<file path="config.mk">
export PLATFORM = sky130hd
export DESIGN_NAME = rcp_ram
export DESIGN_NICKNAME = d
export VERILOG_FILES = /design/src/rtl/core/rcp_ram.sv
export SDC_FILE = /design/constraint.sdc
export NUM_CORES = 1
export LEC_CHECK = 0
export BUFFER_PORTS_ARGS = -buffer_cell sky130_fd_sc_hd__buf_2
export CAP_MARGIN = 15
export CORE_MARGIN = 1
export CORE_UTILIZATION = 35
export CTS_CLUSTER_SIZE = 14
export DETAILED_ROUTE_END_ITERATION = 7
export PLACE_DENSITY = 0.63
export RECOVER_POWER = 25
export SLEW_MARGIN = 20
export SYNTH_ARGS = -nofsm -noshare
export SYNTH_HDL_FRONTEND = slang
export SYNTH_SLANG_ARGS = --single-unit
</file>
<file path="constraint.sdc">
create_clock -name clk_i -period 1.73 [get_ports clk_i]
set_input_delay 0.2595 -clock clk_i [delete_from_list [all_inputs] [get_ports clk_i]]
set_output_delay 0.2595 -clock clk_i [all_outputs]
set_load 0.05 [all_outputs]
</file>
<file path="src/rtl/core/rcp_ram.sv">
// rcp_ram: generic single write, single read ram with registered read
// no dependencies
`timescale 1ns / 1ps

module rcp_ram #(
  parameter int unsigned WIDTH = 8,
  parameter int unsigned DEPTH = 16
) (
  input  logic                                          clk_i,
  input  logic                                          we_i,
  input  logic [((DEPTH > 1) ? $clog2(DEPTH) : 1)-1:0]  waddr_i,
  input  logic [WIDTH-1:0]                              wdata_i,
  input  logic                                          re_i,
  input  logic [((DEPTH > 1) ? $clog2(DEPTH) : 1)-1:0]  raddr_i,
  output logic [WIDTH-1:0]                              rdata_o
);

  logic [WIDTH-1:0] mem_q [DEPTH];

  always_ff @(posedge clk_i) begin
    if (we_i) begin
      mem_q[waddr_i] <= wdata_i;
    end
    if (re_i) begin
      rdata_o <= mem_q[raddr_i];
    end
  end

endmodule

</file>
==> impl_metrics.ini <==
[setup_path]
worstPathRequired_ns = 1.89
worst-setup-path-type = reg2reg
cp_max_fo = 1
cp_slowest_stage_delay_ns = 0.56
critPathBufInv = 0
crit_arrival_ns = 1.67
crit_family = multiplexers
cp_slowest_cell = mux4_1
crit_path_cell_trace = mux4_1, a22oi_1, nand2_1
end_kind = flop
cp-start-kind = flop

[grt]
gr-usage-all-layers = 0.155
grt_max_degree = 33
grt_pass1_wl_microns = 16800
antenna_found_initial = 0
first_global_vias = 2709
grt_remaining_overflow = 0

[synth]
synth.most_common_cell = edfxtp_1
synth_top_area_share = 0.781
synthArstFlopShare = 0
synth-edff-count = 136
yosysSeqAreaShare = 0.781
synth.avg_cell_area_sq_um = 22.8
synth_top_cell_by_area = edfxtp_1
synth_ff_type = edfxtp_1
yosysUniqueCellTypes = 18
ys_warn_count = 0
synth_common_cells = 136 x edfxtp_1, 18 x mux4_2, 16 x a22oi_1
synth-seq-cells = 136
syn_nets = 248
netlist_instances = 229
synth_area_leaders = edfxtp_1 78%, mux4_2 7.8%, mux4_1 7.0%
netlist_area_sq_um = 5230

[die]
fp.coreArea_sq_um = 14500
start_util = 0.360
dieArea_sq_um = 15400
dieHeight_microns = 124
rows = 44
die_w_microns = 124
io_pins = 27

[cts]
clk_pin_slew_ns = 0.06
clock-sinks = 136
holdBufCountCts = 0
insertion_delay_ns = 0.41
root_buffer = clkbuf_16
cts_buffers = 17
cts_tree = built
clock_path_buffers = 2
post_cts_buffers = 0
htreeDepth = 4
ctsResizeCount = 0

[final_layout]
area_growth_pct = 21.5
diodes = 0
stdcell_area_sq_um = 6350
fin_nets = 311
layout-drive-gt1-share = 0.305
num-fill-cells = 1277

[sta]
period_minus_slack_ns = 1.51
worstMarginPinSlew_ns = 0.687
drv_slew = 0
timing.fmax_mhz = 662
slew_headroom = 0.542
fin_ws_ns = 0.220
hold_viol_final = 0
fin_skew_ns = 0.00592
setup_viol = 0
rsz0062_at_grt = false
min_period_over_period = 0.873

[placement]
io_buffers = 26
placedInstanceArea_sq_um = 5770
dp_slack_ns = -0.154
place_hpwl_microns = 6990
routabilityCongestion = 0.699

[hold_path]
holdCritPathClass = in2reg

[route]
wire_per_inst_microns = 22.7
drc_errors = 0
dr.pass1.iters = 5
viasPerCell = 5.18
vias = 2532
ant_nets = 0
drtIter0Drc = 247
drt_wl_total_microns = 11100

[run]
maxCapViolCount = 0

[status]
status = complete, no violations

[power]
powerDensity_nw_per_um2 = 1230
leakagePower_nw = 2.15
irDropWorstVdd_v = 0.000851
==> state kept, by name, indices dropped and copies added (netlist names) <==
signal	count
mem_q	128
rdata_o	8
==> routing by layer <==
layer	routed length [microns]	GRT usage	up-vias	share of wire
met5	0	0	-	0
met2	5350	0.231	95	0.48
li1	-	-	1110	-
met4	93	0.0602	0	0.0084
met1	4750	0.217	1316	0.43
met3	899	0.0405	11	0.081
==> path summary, 6_finish.rpt <==
check	startpoint	end	slack, ns	cells after the start
worst max-delay path	mem_q[4][0]$_DFFE_PP_	rdata_o[0]$_DFFE_PP_	0.22	3
worst max register to register	mem_q[4][0]$_DFFE_PP_	rdata_o[0]$_DFFE_PP_	0.22	3
worst min-delay path	re_i	rdata_o[2]$_DFFE_PP_	0.23	1
worst min register to register	mem_q[15][5]$_DFFE_PP_	rdata_o[5]$_DFFE_PP_	0.76	3
==> per-stage QoR <==
step | hold WS, ns | cells | TNS (ns) | util | power (mW)
after floorplan | 0.358 | 229 | 0 | - | 4.04
after global placement | 0.646 | 457 | -0.411 | 0.397 | 4.22
after detailed placement | 0.661 | 457 | -0.605 | 0.397 | 4.23
after CTS | 0.218 | 489 | 0 | 0.438 | 7.85
after global routing | 0.234 | 489 | 0 | 0.437 | 8.01
final | 0.234 | 489 | 0 | 0.437 | 7.78
==> cell type report <==
class | count | area [sq um] | area share
clock buffer | 20 | 437 | 0.0687
clock inverter | 12 | 156 | 0.0246
multi-input combinational | 83 | 1060 | 0.167
sequential | 136 | 4080 | 0.643
tap | 184 | 230 | 0.0362
timing repair buffer | 54 | 384 | 0.0605
==> cell usage in the layout (no fill, tap or decap) <==
master / Yosys / routed
bufinv_16: 0 / 4
buf_2: 3 / 21
nand2b_1: 2 / 2
clkinv_1: 0 / 5
nor3_2: 0 / 1
or3b_2: 1 / 1
mux4_1: 14 / 14
a22oi_1: 16 / 16
clkinvlp_4: 0 / 1
nor3_1: 4 / 3
and2b_1: 1 / 1
buf_12: 0 / 4
clkbuf_1: 0 / 8
and2_1: 1 / 1
nand2_1: 9 / 9
nand3_1: 1 / 1
edfxtp_1: 136 / 136
nand3b_1: 2 / 2
buf_4: 1 / 24
nor2b_1: 1 / 1
clkbuf_16: 0 / 17
nor2_1: 13 / 13
clkinv_2: 0 / 2
mux4_2: 18 / 18
==> where the power goes <==
| part | leakage (nW) | internal [mW] | switching [mW] |
|---|---|---|---|
| clock network | 0.285 | 2.38 | 1.25 |
| logic | 0.626 | 0.159 | 0.258 |
| registers | 1.24 | 3.72 | 0.0224 |
==> cells by family (layout without fill, tap and decap cells) <==
kind of cell    count (synthesis)  count (layout)  synth area share
mux                            32              32             0.148
buf+inv                        10              86            0.0165
simple gates                   35              35            0.0314
compound gates                 16              16            0.0230
flops                         136             136             0.781
(Power assumes the default switching activity.)
