`src/rtl/core/rcp_pkg.sv`:
```
// rcp_pkg: shared types and constants of the receptor cluster placer
// used by rcp_ctrl, receptor_cluster_placer_core and rcp_checker
`timescale 1ns / 1ps

package rcp_pkg;

  localparam int unsigned MAX_CLUSTERS = 64;
  localparam int unsigned MAX_CAPACITY = 64;
  localparam int unsigned LEVELS       = 5;

  localparam int unsigned CL_W  = (MAX_CLUSTERS > 1) ? $clog2(MAX_CLUSTERS) : 1;
  localparam int unsigned LVL_W = (LEVELS > 1) ? $clog2(LEVELS) : 1;
  localparam int unsigned CNT_W = 7;
  localparam int unsigned GLB_W = 13;
  localparam int unsigned THR_W = 33;
  localparam int unsigned RND_W = 32;
  localparam int unsigned LEV_W = 3;
  localparam int unsigned PRD_W = CNT_W + RND_W + 1;

  localparam logic [CNT_W-1:0] COUNT_RST = CNT_W'(64);
  localparam logic [CNT_W-1:0] CAP_RST   = CNT_W'(64);
  localparam logic [THR_W-1:0] THR_RST   = THR_W'(858993459);

  typedef enum logic [1:0] {
    CFG_COUNT = 2'd0,
    CFG_CAP   = 2'd1,
    CFG_THR   = 2'd2
  } cfg_idx_e;

  typedef enum logic [1:0] {
    ST_IDLE,
    ST_START,
    ST_READ,
    ST_CHECK
  } ctrl_state_e;

  typedef struct packed {
    logic [CNT_W-1:0] count;
    logic [CNT_W-1:0] cap;
    logic [THR_W-1:0] thr;
  } cfg_t;

  typedef struct packed {
    logic [CNT_W-1:0]             fill;
    logic [LEVELS-1:0][CNT_W-1:0] act;
    logic [LEVELS-1:0][CNT_W-1:0] inact;
  } row_t;

  localparam int unsigned ROW_W = $bits(row_t);

endpackage

```
`src/rtl/core/rcp_ctrl.sv`:
```
// rcp_ctrl: placement sequencer, start index, probing, row update and result register
// depends on rcp_pkg; drives the cluster row ram in the top level
`timescale 1ns / 1ps

module rcp_ctrl (
  input  logic                         clk_i,
  input  logic                         rst_ni,
  input  rcp_pkg::cfg_t                cfg_i,
  input  logic                         in_valid_i,
  output logic                         in_stall_o,
  input  logic [rcp_pkg::LEV_W-1:0]    methylation_level_i,
  input  logic [rcp_pkg::RND_W-1:0]    activity_random_i,
  input  logic [rcp_pkg::RND_W-1:0]    cluster_random_i,
  output logic                         out_valid_o,
  input  logic                         out_stall_i,
  output logic [5:0]                   placed_cluster_o,
  output logic                         was_active_o,
  output logic                         all_full_o,
  output logic [6:0]                   cluster_fill_o,
  output logic [6:0]                   level_active_count_o,
  output logic [6:0]                   level_inactive_count_o,
  output logic [12:0]                  global_level_active_o,
  output logic                         ram_re_o,
  output logic [rcp_pkg::CL_W-1:0]     ram_addr_o,
  output logic                         ram_we_o,
  output rcp_pkg::row_t                ram_wdata_o,
  input  rcp_pkg::row_t                ram_rdata_i
);
  import rcp_pkg::*;

  ctrl_state_e state_q, state_d;

  logic [LEV_W-1:0] level_q;
  logic             active_q;
  logic             lvl_bad_q;
  logic [PRD_W-1:0] prod_q;
  logic [CNT_W-1:0] count_q;
  logic [CNT_W-1:0] cap_q;
  logic [CL_W-1:0]  probe_q, probe_d;
  logic [CNT_W-1:0] k_q;
  logic [MAX_CLUSTERS-1:0] valid_q;
  logic [GLB_W-1:0] glob_q [LEVELS];

  logic             out_valid_q;
  logic [5:0]       res_cl_q;
  logic             res_act_q;
  logic             res_full_q;
  logic [CNT_W-1:0] res_fill_q;
  logic [CNT_W-1:0] res_la_q;
  logic [CNT_W-1:0] res_li_q;
  logic [GLB_W-1:0] res_glb_q;

  logic             in_fire;
  logic             out_free;
  logic [CNT_W-1:0] count_eff;
  logic [CNT_W-1:0] cap_eff;
  logic [PRD_W-1:0] prod_d;
  logic [PRD_W-CNT_W-1:0] clu_inc;
  logic [8:0]       start_raw;
  logic [8:0]       start_max;
  logic [CL_W-1:0]  start_idx;
  row_t             row;
  row_t             row_new;
  logic             found;
  logic             last;
  logic [LVL_W-1:0] lvl;
  logic [GLB_W-1:0] glob_new;

  logic ld_start;
  logic ld_res;
  logic ld_bad;
  logic advance;

  assign in_fire  = in_valid_i && (state_q == ST_IDLE);
  assign out_free = !out_valid_q || !out_stall_i;

  always_comb begin
    count_eff = cfg_i.count;
    if (cfg_i.count == '0) begin
      count_eff = CNT_W'(1);
    end else if (cfg_i.count > CNT_W'(MAX_CLUSTERS)) begin
      count_eff = CNT_W'(MAX_CLUSTERS);
    end
    cap_eff = cfg_i.cap;
    if (cfg_i.cap > CNT_W'(MAX_CAPACITY)) begin
      cap_eff = CNT_W'(MAX_CAPACITY);
    end
  end

  assign clu_inc = {1'b0, cluster_random_i} + (PRD_W-CNT_W)'(1);
  assign prod_d  = PRD_W'(count_eff) * PRD_W'(clu_inc);

  assign start_raw = 9'(prod_q[PRD_W-1:RND_W]);
  assign start_max = 9'(count_q - CNT_W'(1));
  assign start_idx = (start_raw > start_max) ? CL_W'(start_max) : CL_W'(start_raw);

  assign lvl   = LVL_W'(level_q);
  assign row   = valid_q[probe_q] ? ram_rdata_i : '0;
  assign found = row.fill < cap_q;
  assign last  = (k_q + CNT_W'(1)) == count_q;

  always_comb begin
    row_new = row;
    row_new.fill = row.fill + CNT_W'(1);
    if (active_q) begin
      row_new.act[lvl] = row.act[lvl] + CNT_W'(1);
    end else begin
      row_new.inact[lvl] = row.inact[lvl] + CNT_W'(1);
    end
  end

  assign glob_new = glob_q[lvl] + GLB_W'(active_q);

  always_comb begin
    probe_d = probe_q + CL_W'(1);
    if ((CNT_W'(probe_q) + CNT_W'(1)) >= count_q) begin
      probe_d = '0;
    end
  end

  // next state
  always_comb begin
    state_d = state_q;
    case (state_q)
      ST_IDLE: begin
        if (in_valid_i) begin
          state_d = ST_START;
        end
      end
      ST_START: begin
        if (!lvl_bad_q) begin
          state_d = ST_READ;
        end else if (out_free) begin
          state_d = ST_IDLE;
        end
      end
      ST_READ: begin
        state_d = ST_CHECK;
      end
      ST_CHECK: begin
        if (found || last) begin
          if (out_free) begin
            state_d = ST_IDLE;
          end
        end else begin
          state_d = ST_READ;
        end
      end
      default: begin
        state_d = ST_IDLE;
      end
    endcase
  end

  // control outputs
  always_comb begin
    ld_start = 1'b0;
    ld_res   = 1'b0;
    ld_bad   = 1'b0;
    advance  = 1'b0;
    ram_re_o = 1'b0;
    ram_we_o = 1'b0;
    case (state_q)
      ST_IDLE: begin
      end
      ST_START: begin
        ld_start = !lvl_bad_q;
        ld_bad   = lvl_bad_q && out_free;
      end
      ST_READ: begin
        ram_re_o = 1'b1;
      end
      ST_CHECK: begin
        if (found || last) begin
          ld_res   = out_free;
          ram_we_o = out_free && found;
        end else begin
          advance = 1'b1;
        end
      end
      default: begin
      end
    endcase
  end

  assign ram_addr_o  = probe_q;
  assign ram_wdata_o = row_new;
  assign in_stall_o  = (state_q != ST_IDLE);

  always_ff @(posedge clk_i or negedge rst_ni) begin
    if (!rst_ni) begin
      state_q     <= ST_IDLE;
      valid_q     <= '0;
      out_valid_q <= 1'b0;
      for (int i = 0; i < LEVELS; i++) begin
        glob_q[i] <= '0;
      end
    end else begin
      state_q <= state_d;
      if (ram_we_o) begin
        valid_q[probe_q] <= 1'b1;
        glob_q[lvl]      <= glob_new;
      end
      if (ld_res || ld_bad) begin
        out_valid_q <= 1'b1;
      end else if (!out_stall_i) begin
        out_valid_q <= 1'b0;
      end
    end
  end

  always_ff @(posedge clk_i) begin
    if (in_fire) begin
      level_q   <= methylation_level_i;
      lvl_bad_q <= methylation_level_i >= LEV_W'(LEVELS);
      active_q  <= (methylation_level_i != '0) &&
                   ({1'b0, activity_random_i} < cfg_i.thr);
      prod_q    <= prod_d;
      count_q   <= count_eff;
      cap_q     <= cap_eff;
    end
    if (ld_start) begin
      probe_q <= start_idx;
      k_q     <= '0;
    end else if (advance) begin
      probe_q <= probe_d;
      k_q     <= k_q + CNT_W'(1);
    end
    if (ld_bad) begin
      res_cl_q   <= '0;
      res_act_q  <= 1'b0;
      res_full_q <= 1'b0;
      res_fill_q <= '0;
      res_la_q   <= '0;
      res_li_q   <= '0;
      res_glb_q  <= '0;
    end else if (ld_res) begin
      if (found) begin
        res_cl_q   <= 6'(probe_q);
        res_act_q  <= active_q;
        res_full_q <= 1'b0;
        res_fill_q <= row_new.fill;
        res_la_q   <= row_new.act[lvl];
        res_li_q   <= row_new.inact[lvl];
        res_glb_q  <= glob_new;
      end else begin
        res_cl_q   <= '0;
        res_act_q  <= 1'b0;
        res_full_q <= 1'b1;
        res_fill_q <= '0;
        res_la_q   <= '0;
        res_li_q   <= '0;
        res_glb_q  <= '0;
      end
    end
  end

  assign out_valid_o            = out_valid_q;
  assign placed_cluster_o       = res_cl_q;
  assign was_active_o           = res_act_q;
  assign all_full_o             = res_full_q;
  assign cluster_fill_o         = res_fill_q;
  assign level_active_count_o   = res_la_q;
  assign level_inactive_count_o = res_li_q;
  assign global_level_active_o  = res_glb_q;

endmodule

```
`config.mk`:
```
export PLATFORM = sky130hd
export DESIGN_NAME = rcp_ctrl
export DESIGN_NICKNAME = d
export VERILOG_FILES = /design/src/rtl/core/rcp_pkg.sv /design/src/rtl/core/rcp_ctrl.sv
export SDC_FILE = /design/constraint.sdc
export NUM_CORES = 1
export LEC_CHECK = 0
export BUFFER_PORTS_ARGS = -buffer_cell sky130_fd_sc_hd__buf_2
export CORE_ASPECT_RATIO = 2
export CORE_MARGIN = 2
export CORE_UTILIZATION = 59
export CTS_CLUSTER_DIAMETER = 200
export DETAILED_ROUTE_END_ITERATION = 8
export PLACE_DENSITY = 0.83
export RECOVER_POWER = 100
export REMOVE_ABC_BUFFERS = 1
export SLEW_MARGIN = 20
export SYNTH_ARGS = -nofsm -noshare
export SYNTH_HDL_FRONTEND = slang
export SYNTH_SLANG_ARGS = --single-unit
```
`constraint.sdc`:
```
create_clock -name clk_i -period 6.3 [get_ports clk_i]
set_clock_uncertainty 0.05 [all_clocks]
set_input_delay 1.575 -clock clk_i [delete_from_list [all_inputs] [get_ports clk_i]]
set_output_delay 1.575 -clock clk_i [all_outputs]
set_load 0.005 [all_outputs]
```
==> impl_results.md <==
* Switching Share at 44.7%
* CTS tree: done
* Worst hold path class: reg -> reg
* Yosys top cell area share at 16.5%
* Final setup viols at 8
* Worst-skew pair later-pin latency at 0.52 ns
* Critical Path Most Common Cell: fa_1
* Status: complete, but fails checks
* Post-synth EDFFs at 33
* Io pins at 324
* Power Internal at 4150 uW
* Compound-Gate Fraction of Synth Area at 14.7%
* Setup crit end kind: register
* Initial Util at 59.6%
* # DRC at 0
* Die Area at 0.0354 mm^2
* Vias at 19700
* Routed WL at 77.7 mm
* CP bufs+invs at 4
* Rows at 95
* Leakage power at 0.0125 uW
* DIE WIDTH at 134 um
* Netlist cell types at 83
* Tightest Pin Transition at 3.61 ns
* Place WS at -1.73 ns
* Synth cell count leaders: nor2_1, inv_1, nand2_1
* Fmax at 0.137 GHz
* Fin worst setup slack at -0.974 ns
* Tcrit/Tclk final at 115%
* Total Routing Usage GR at 41.4%
* Largest net degree at the start of global routing at 70
* Switching power at 3350 uW
* Final hold violation count at 0
* Layout cells sized above 1 at 29.9%
* Synth area leader: dfrtp_1
* Clk pwr share at 16.3%
* Seq pwr share at 27.1%
* CTS Hold Buffers Added at 0
* Synth Flop Type: dfrtp_1
* H-tree depth at 1
* Initial antenna violation count at 2
* Final GP Congestion at 1.07
* Clk buf depth at 3
* IO Port Bufs at 323
* FF+latch count, synth at 214
* Netlist Area Pre-Place at 0.0200 mm^2
* Initial DRT Pass Iterations at 6
* CTS buffer count at 19
* Die Y at 264 um
* Crit Path Class: in -> reg
* Layout Nets at 3126
* PwrDens at 302 mW/mm^2
* Post-Syn Instances at 2188
* Final critical-path required period at 7.27 ns
* Root Buffer: clkbuf_16
* DRT antenna net count at 0
* Core area at 0.0335 mm^2
* Average size of a mapped cell at 9.12 um^2
* Synthesis-to-layout area growth at 24.3%
* Slew HR at -140%
* Critical path required time at 6.51 ns
* Slowest stage delay, CP at 0.65 ns
* Pins Over Slew Limit at 98
* Simple-Gate Fraction of Synth Area at 17.1%
* Synth Area in XOR/XNOR at 3.85%
* Comb pwr share at 56.7%
* Asr flop ratio synth at 61.7%
* Synthesized-area fraction occupied by adder cells at 22.7%
* Most common cell in the netlist: nor2_1
* Post-synthesis mux area share at 8.84%
* Worst-path clk slew at 0.11 ns
* Failing checks: max-capacitance violations, max-slew violations, negative setup slack
* VDD IR max at 0.000267 V
* DRT iter0 DRCs at 1664
* CP Launch Type: input port
* Detailed Place HPWL at 57.1 mm
* Critical path arrival at 7.49 ns
* Vias in the first global route at 20800
* Clock sinks at 214
* RSZ-0062 raised after global routing: true
* Critical path fanouts, max at 4
* First-pass GRT wire length at 112 mm
* Hold_ws at 0.402 ns
* Synth area leaders: dfrtp_1, fa_1, ha_1, edfxtp_1, dfxtp_1
* Per-cell routed wire length at 25.0 um
* Main combinational cell family by area after synthesis: adder cells
* Max cap viols at 2
* CP max stage cell: fa_1
* Vias per cell at 6.32
* Congestion Overflow GR at 0
* Yosys warns at 0
* Crit-path leading delay family: adder cells
* Sequential area share after synthesis at 26.4%
==> layout by cell type (no fill, tap or decap), types with 20 or more instances in the layout <==
master / instances
a21o_1: 63
a21oi_1: 70
a22oi_1: 42
and2_1: 25
buf_2: 311
buf_4: 203
clkbuf_16: 20
dfrtp_1: 132
dfxtp_1: 49
edfxtp_1: 33
fa_1: 147
ha_1: 109
inv_1: 197
mux2_2: 72
mux2i_1: 39
mux4_2: 23
nand2_1: 180
nand2b_1: 36
nand3_1: 67
nor2_1: 233
nor2b_1: 45
nor3_1: 24
o21a_1: 20
o21ai_0: 76
o21bai_1: 25
o22ai_1: 20
xnor2_1: 41
xor2_1: 33
==> cell type report <==
| type | instances | area, um^2 |
|---|---|---|
| multi-input cells | 1660 | 14000 |
| fillers | 2339 | 8710 |
| flip-flops and latches | 214 | 5280 |
| repair buffers | 554 | 3560 |
| inverters | 211 | 792 |
| well taps | 436 | 546 |
| clock buffers | 23 | 522 |
| clock inverters | 11 | 97.6 |
| diodes | 2 | 5.00 |
==> what timing repair did <==
item / 4_1_cts / 5_1_grt
resized for setup: 65 / 93
setup buffers: 13 / 13
endpoints found under the setup margin: 15 / 18
pin swaps: 48 / 79
==> final timing paths <==
check                                                  to  depth (start not counted)                       from  slack (ns)
min in group asynchronous                      glob_q[17]                          1                     rst_ni        2.24
worst max-delay path                           prod_q[38]                         26       cluster_random_i[17]       -0.97
worst max register to register                 glob_q[26]                         17              ram_addr_o[0]        1.08
worst min register to register  level_inactive_count_o[5]                          2  level_inactive_count_o[5]        0.40
worst min-delay path            level_inactive_count_o[5]                          2  level_inactive_count_o[5]        0.40
max in group asynchronous                      glob_q[47]                          2                     rst_ni        1.70
==> worst register-to-register path, stage by stage (launching register included) <==
cell and delay (ns):
edfxtp_1 0.38, buf_12 0.25, mux4_2 0.57, mux2_2 0.27
nand2_1 0.08, a32oi_1 0.28, or2_4 0.39, and2_1 0.19
ha_1 0.29, nor2b_1 0.14, o21a_1 0.17, o211ai_1 0.16
a21boi_0 0.15, o21ai_2 0.19, and4b_2 0.42, buf_12 0.32
nand2_2 0.37, mux2_1 0.43
==> per-layer routing <==
| layer | vias to the layer above | part of all wire, % | wire length [um] | GRT usage [%] |
|---|---|---|---|---|
| met5 | - | 0 | 0 | 0 |
| li1 | 8434 | - | - | - |
| met2 | 1219 | 51 | 39500 | 73.8 |
| met3 | 525 | 7.8 | 6020 | 8.02 |
| met1 | 9498 | 30 | 23200 | 39.5 |
| met4 | 0 | 12 | 9020 | 36.7 |
==> state kept, by name, indices dropped and copies added (netlist names) <==
register / count
global_level_active_o: 13
lvl_bad_q: 1
level_q: 3
glob_q: 65
state_q: 2
out_valid_o: 1
k_q: 7
ram_addr_o: 6
prod_q: 8
active_q: 1
was_active_o: 1
all_full_o: 1
level_active_count_o: 7
valid_q: 64
cluster_fill_o: 7
placed_cluster_o: 6
count_q: 7
level_inactive_count_o: 7
cap_q: 7
==> power groups by stage <==
stage	sequential, uW	clock (uW)	combinational, uW
2_1_floorplan	2040	0	2200
3_3_place_gp	2030	0	3720
3_5_place_dp	2060	0	3840
4_1_cts	2010	1200	3960
5_1_grt	2060	1270	4560
6_report	2030	1220	4250
==> logic make-up after synthesis <==
kind of cell / after synthesis
buffers and inverters: 314
adders and majority gates: 271
AOI/OAI and AO/OA: 433
DFF: 214
and+or+nand+nor: 731
muxes: 138
xor gates and xnor gates: 87
==> metrics by stage <==
stage	instance area [um^2]	instances	util (%)	setup TNS, ns	total power (uW)
after detailed placement	23400	3051	69.7	-11.62	5890
after global routing	24800	3110	74.0	-7.87	7880
after global placement	23400	3051	69.7	-10.55	5750
after CTS	24400	3097	72.7	-3.90	7180
final	24800	3111	74.0	-6.93	7500
after floorplan	19500	2085	-	-74.35	4240
(Power assumes the default switching activity.)
